===== src/sv/sscc_pkg.sv =====
// Shared types and constants of the segment/sphere clearance check.
// No dependencies; used by the front end, the cells and the top level.
`default_nettype none

package sscc_pkg;

	// Number of obstacle cells in the chain (1 to 3).
	localparam int NUM_SPHERES = 3;

	// A segment counts as short when v.v is below this, in units of 2^-24 m^2.
	localparam logic [33:0] SHORT_SQ = 34'd68;

	// Low bit of a register index selects centre or radius; the rest is the sphere.
	localparam logic CFG_SEL_CENTER = 1'b0;
	localparam logic CFG_SEL_RADIUS = 1'b1;

	// One query word; from_x sits in the lowest bits.
	typedef struct packed {
		logic signed [15:0] to_z;
		logic signed [15:0] to_y;
		logic signed [15:0] to_x;
		logic signed [15:0] from_z;
		logic signed [15:0] from_y;
		logic signed [15:0] from_x;
	} query_t;

	// What travels from cell to cell with each segment.
	typedef struct packed {
		logic signed [15:0] from_x;
		logic signed [15:0] from_y;
		logic signed [15:0] from_z;
		logic signed [16:0] vx;
		logic signed [16:0] vy;
		logic signed [16:0] vz;
		logic [33:0]        vv;
		logic               short_seg;
		logic               blocked;
	} seg_t;

	// Configuration write as seen by the cells.
	typedef struct packed {
		logic        valid;
		logic [2:0]  index;
		logic [47:0] data;
	} cfg_wr_t;

endpackage

`default_nettype wire


===== src/sv/sscc_front.sv =====
// Front end: direction vector, squared length and short-segment flag.
// Depends on sscc_pkg.
`default_nettype none

module sscc_front (
	input  wire logic            clk,
	input  wire logic            arst_n,
	input  wire logic            en,
	input  wire logic            in_valid,
	input  wire sscc_pkg::query_t in_query,
	output logic                 out_valid,
	output sscc_pkg::seg_t       out_seg
);

	logic               vld_s1, vld_s2, vld_s3;
	logic signed [15:0] fx_s1, fy_s1, fz_s1, fx_s2, fy_s2, fz_s2;
	logic signed [16:0] vx_s1, vy_s1, vz_s1, vx_s2, vy_s2, vz_s2;
	logic [32:0]        sqx_s2, sqy_s2, sqz_s2;
	logic signed [33:0] sqx_w, sqy_w, sqz_w;
	logic [33:0]        vv_w;
	sscc_pkg::seg_t     seg_s3;

	assign sqx_w = vx_s1 * vx_s1;
	assign sqy_w = vy_s1 * vy_s1;
	assign sqz_w = vz_s1 * vz_s1;
	assign vv_w  = 34'(sqx_s2) + 34'(sqy_s2) + 34'(sqz_s2);

	always_ff @(posedge clk or negedge arst_n) begin
		if (!arst_n) begin
			vld_s1 <= 1'b0;
			vld_s2 <= 1'b0;
			vld_s3 <= 1'b0;
		end else if (en) begin
			vld_s1 <= in_valid;
			vld_s2 <= vld_s1;
			vld_s3 <= vld_s2;
		end
	end

	always_ff @(posedge clk) begin
		if (en) begin
			fx_s1 <= in_query.from_x;
			fy_s1 <= in_query.from_y;
			fz_s1 <= in_query.from_z;
			vx_s1 <= $signed({in_query.to_x[15], in_query.to_x})
				- $signed({in_query.from_x[15], in_query.from_x});
			vy_s1 <= $signed({in_query.to_y[15], in_query.to_y})
				- $signed({in_query.from_y[15], in_query.from_y});
			vz_s1 <= $signed({in_query.to_z[15], in_query.to_z})
				- $signed({in_query.from_z[15], in_query.from_z});

			fx_s2  <= fx_s1;
			fy_s2  <= fy_s1;
			fz_s2  <= fz_s1;
			vx_s2  <= vx_s1;
			vy_s2  <= vy_s1;
			vz_s2  <= vz_s1;
			sqx_s2 <= sqx_w[32:0];
			sqy_s2 <= sqy_w[32:0];
			sqz_s2 <= sqz_w[32:0];

			seg_s3.from_x    <= fx_s2;
			seg_s3.from_y    <= fy_s2;
			seg_s3.from_z    <= fz_s2;
			seg_s3.vx        <= vx_s2;
			seg_s3.vy        <= vy_s2;
			seg_s3.vz        <= vz_s2;
			seg_s3.vv        <= vv_w;
			seg_s3.short_seg <= (vv_w < sscc_pkg::SHORT_SQ);
			seg_s3.blocked   <= 1'b0;
		end
	end

	assign out_valid = vld_s3;
	assign out_seg   = seg_s3;

endmodule

`default_nettype wire


===== config.mk =====
export PLATFORM = sky130hd
export DESIGN_NAME = sscc_front
export DESIGN_NICKNAME = d
export VERILOG_FILES = /design/src/sv/sscc_pkg.sv /design/src/sv/sscc_front.sv
export SDC_FILE = /design/constraint.sdc
export NUM_CORES = 2
export LEC_CHECK = 0
export ABC_AREA = 1
export ABC_CLOCK_PERIOD_IN_PS = 5600
export BUFFER_PORTS_ARGS = -buffer_cell sky130_fd_sc_hd__buf_2
export CAP_MARGIN = 20
export CELL_PAD_IN_SITES_DETAIL_PLACEMENT = 1
export CELL_PAD_IN_SITES_GLOBAL_PLACEMENT = 1
export CORE_MARGIN = 8
export CORE_UTILIZATION = 45
export DETAILED_ROUTE_END_ITERATION = 8
export PLACE_DENSITY_LB_ADDON = 0.1
export SYNTH_ARGS = -nofsm -noshare
export SYNTH_HDL_FRONTEND = slang
export SYNTH_SLANG_ARGS = --single-unit

===== constraint.sdc =====
create_clock -name clk -period 5.6 [get_ports clk]
set_input_delay 1.12 -clock clk [delete_from_list [all_inputs] [get_ports clk]]
set_output_delay 1.12 -clock clk [all_outputs]
set_load 0.01 [all_outputs]

==> impl_metrics.csv <==
group,metric,value,unit
route,ant_nets,0,
global_route,grt_pass1_vias,40200,
yosys,synthFlopType,"edfxtp_1",
global_route,grt_max_degree,108,
setup_path,cp-start-kind,"flip-flop",
yosys,synth_area_leaders,"fa_1 (34%), edfxtp_1 (26%), inv_1 (12%)",
route,drtIter0Drc,1381,
yosys,synth_edf_count,425,
timing,setup_viol,23,
floorplanning,io_pins,236,
timing,hold_viol,0,
status,violations,"setup timing",
cts,cts.sinks,428,
yosys,syn_avg_cell_area,9.69,um2
timing,min_period,5790,ps
status,status,"complete, but fails checks",
route,drc,0,
yosys,synth_top_area_cell,"fa_1",
setup_path,cp.arrival,6180,ps
floorplanning,rows,120,
route,firstDrtPassIters,5,
global_route,grt_overflow,0,
yosys,yosysUniqueCellTypes,52,
setup_path,worstSetupEndpointType,"flip-flop",
setup_path,crit_chain,"buf_6 > buf_6 > buf_6 > nand2_4 > inv_4 > fa_1 > inv_2 > fa_1 > inv_2 > fa_1 > fa_1 > fa_1 > inv_2 > fa_2 > inv_2 > ha_4 > nand2_4 > nor2_4 > nand2_2 > nor2_2 > nand2_1 > o211ai_1 > xor2_1",
route,vias,35000,
yosys,postSynthCellCount,4979,
place,gp_congestion,0.873,
cts,clkLatencyLatePin,680,ps
place,portBuffers,234,
route,routedWlPerCell,18.8,um
yosys,synth-seq-cells,428,
global_route,grt_pass1_wl,211000,um
cells_and_area,nets,7055,
yosys,async_flop_share,0.701,%
yosys,netlist_area,0.0482,mm2
global_route,track_usage,22.6,%
timing,fin_crit_sh,103,%
timing,setup_ws,-193,ps
timing,slew_viol_final,0,
cts,cts_hold_buf,0,
cts,cts_tree,"done",
setup_path,path_common_cell,"fa_1",
floorplanning,die_height,343,um
floorplanning,die_w,343,um
cts,cts_buffer_depth,3,
setup_path,ff2ff_path_depth,23,
cts,clockRootBuffer,"clkbuf_16",
floorplanning,start_util,45.2,%
global_route,antenna_found_initial,5,
yosys,synth_warnings,0,
cts,cts_buffers,52,
setup_path,crit_required,5990,ps
setup_path,critical_path.max_stage_delay,570,ps
cells_and_area,final_cell_area,0.0609,mm2
setup_path,r2r_end,"sqz_s2[32]",
timing,max_slew_margin,48.3,%
cts,htree_levels,2,
hold_path,min_path_type,"in2async",
setup_path,path_max_fanout,7,
floorplanning,die_area,0.118,mm2
timing,fmax,0.173,GHz
timing,worstMarginPinSlew,767,ps
setup_path,slowest_stage,"fa_1",
yosys,yosysSeqAreaShare,26.6,%
timing,rsz0062_at_grt,"yes",
route,via_per_inst,4.84,
route,drt_wl_total,136000,um
floorplanning,core,0.107,mm2
cts,clk_pin_slew,60,ps
cells_and_area,drive_above_1_share,27.1,%
place,dpl_cell_area,0.0549,mm2
yosys,yosysMostFrequentCell,"inv_1",
setup_path,rrSetupSlack,-190,ps
yosys,netlist_top_cells_count,"inv_1 (1489), nand2_1 (932), fa_1 (821)",
timing,hold_slack,276,ps
setup_path,rr_startpoint,"vz_s1[8]",
flow_run,cap_viol_max_count,0,
timing,skew,55.3,ps
setup_path,path_class,"reg2reg",
place,hpwl,108000,um
yosys,yosys.area.top_type_share,34.1,%
cells_and_area,syn_to_final_growth,26.2,%
## registers in the layout (all words and copies together), names as in the netlist, 16 cells and up
register / count
sqx_s2: 31
vz_s2: 17
sqy_s2: 31
fz_s1: 16
vy_s2: 17
vy_s1: 17
fy_s2: 16
vz_s1: 17
vx_s2: 17
fx_s1: 16
sqz_s2: 31
fz_s2: 16
fx_s2: 16
out_seg: 134
vx_s1: 17
fy_s1: 16
## critical path, delay by kind of cell, from the launching register on
family	cells	cell delay, ps
flops	1	520
buf+inv	8	680
compound gates	1	140
simple gates	6	540
xor+xnor	1	140
fa+ha+maj	7	3500
## per-layer routing
| layer | global-route usage, % | wire length, um | up-vias |
|---|---|---|---|
| li1 | - | - | 16400 |
| met1 | 29.0 | 57900 | 17900 |
| met2 | 40.7 | 70300 | 491 |
| met3 | 2.60 | 4220 | 194 |
| met4 | 5.59 | 3680 | 4 |
| met5 | 0 | 28 | - |
## final cells by class
class / count / area (um2)
fillers: 11800 / 45900
multi-input cells: 2947 / 32200
flip-flops and latches: 428 / 12800
repair buffers: 870 / 6730
inverters: 1497 / 5650
well taps: 1403 / 1760
clock buffers: 60 / 1330
clock inverters: 32 / 358
diodes: 3 / 7.51
## how the worst max path moves through the flow
| stage | start | end | depth (start not counted) |
|---|---|---|---|
| 2_1_floorplan | vx_s1[4] | sqx_s2[29] | 21 |
| 3_3_place_gp | vx_s1[4] | sqx_s2[29] | 19 |
| 3_5_place_dp | vx_s1[13] | sqx_s2[29] | 20 |
| 4_1_cts | vz_s1[8] | sqz_s2[28] | 23 |
| 5_1_grt | vz_s1[8] | sqz_s2[32] | 23 |
| 6_report | vz_s1[8] | sqz_s2[32] | 23 |
## cells by family (layout without fill, tap and decap cells)
group | after synthesis | after routing | share of synthesized area (%)
multiplexers | 1 | 1 | 0.0233
XOR/XNOR | 191 | 191 | 3.47
buffers and inverters | 1607 | 2459 | 12.5
other | 1 | 7 | 0.00777
adder cells (fa/ha/maj) | 1159 | 1159 | 42.8
AO/OA/AOI/OAI | 328 | 328 | 3.88
flip-flops | 428 | 428 | 26.6
AND/OR/NAND/NOR | 1264 | 1264 | 10.7
## placed cells by master, fill, tap and decap left out, types with 43 or more instances in the layout
cell type     n
xor2_1       98
buf_6        97
fa_2         44
fa_1        777
buf_4       504
buf_2       234
ha_1        266
nor2_1      116
nand2_2     106
xnor2_1      71
a21oi_1      94
nand2_1     789
ha_4         64
inv_2       118
nand3_1      43
edfxtp_1    425
nand2_4      43
o21ai_0      44
inv_1      1367
clkbuf_16    56
## what timing repair did
| item | CTS | global route |
|---|---|---|
| setup buffers | 54 | 79 |
| cloned | 2 | 6 |
| endpoints found under the setup margin | 50 | 61 |
| resized for setup | 326 | 517 |
| pin swaps | 137 | 273 |
## stage by stage
| stage | std cells | utilization [%] | setup slack [ps] | setup TNS (ps) |
|---|---|---|---|---|
| 6_report | 7240 | 57.0 | -193 | -1950 |
| 4_1_cts | 7166 | 54.8 | -61.1 | -182 |
| 3_3_place_gp | 7020 | 51.4 | -331 | -3670 |
| 3_5_place_dp | 7020 | 51.4 | -394 | -7980 |
| 2_1_floorplan | 4982 | - | -20.9 | -20.9 |
| 5_1_grt | 7238 | 57.0 | -390 | -8640 |
Power is not shown: default switching activity piles up to over one toggle a cycle in this logic, so the estimate is an artifact.
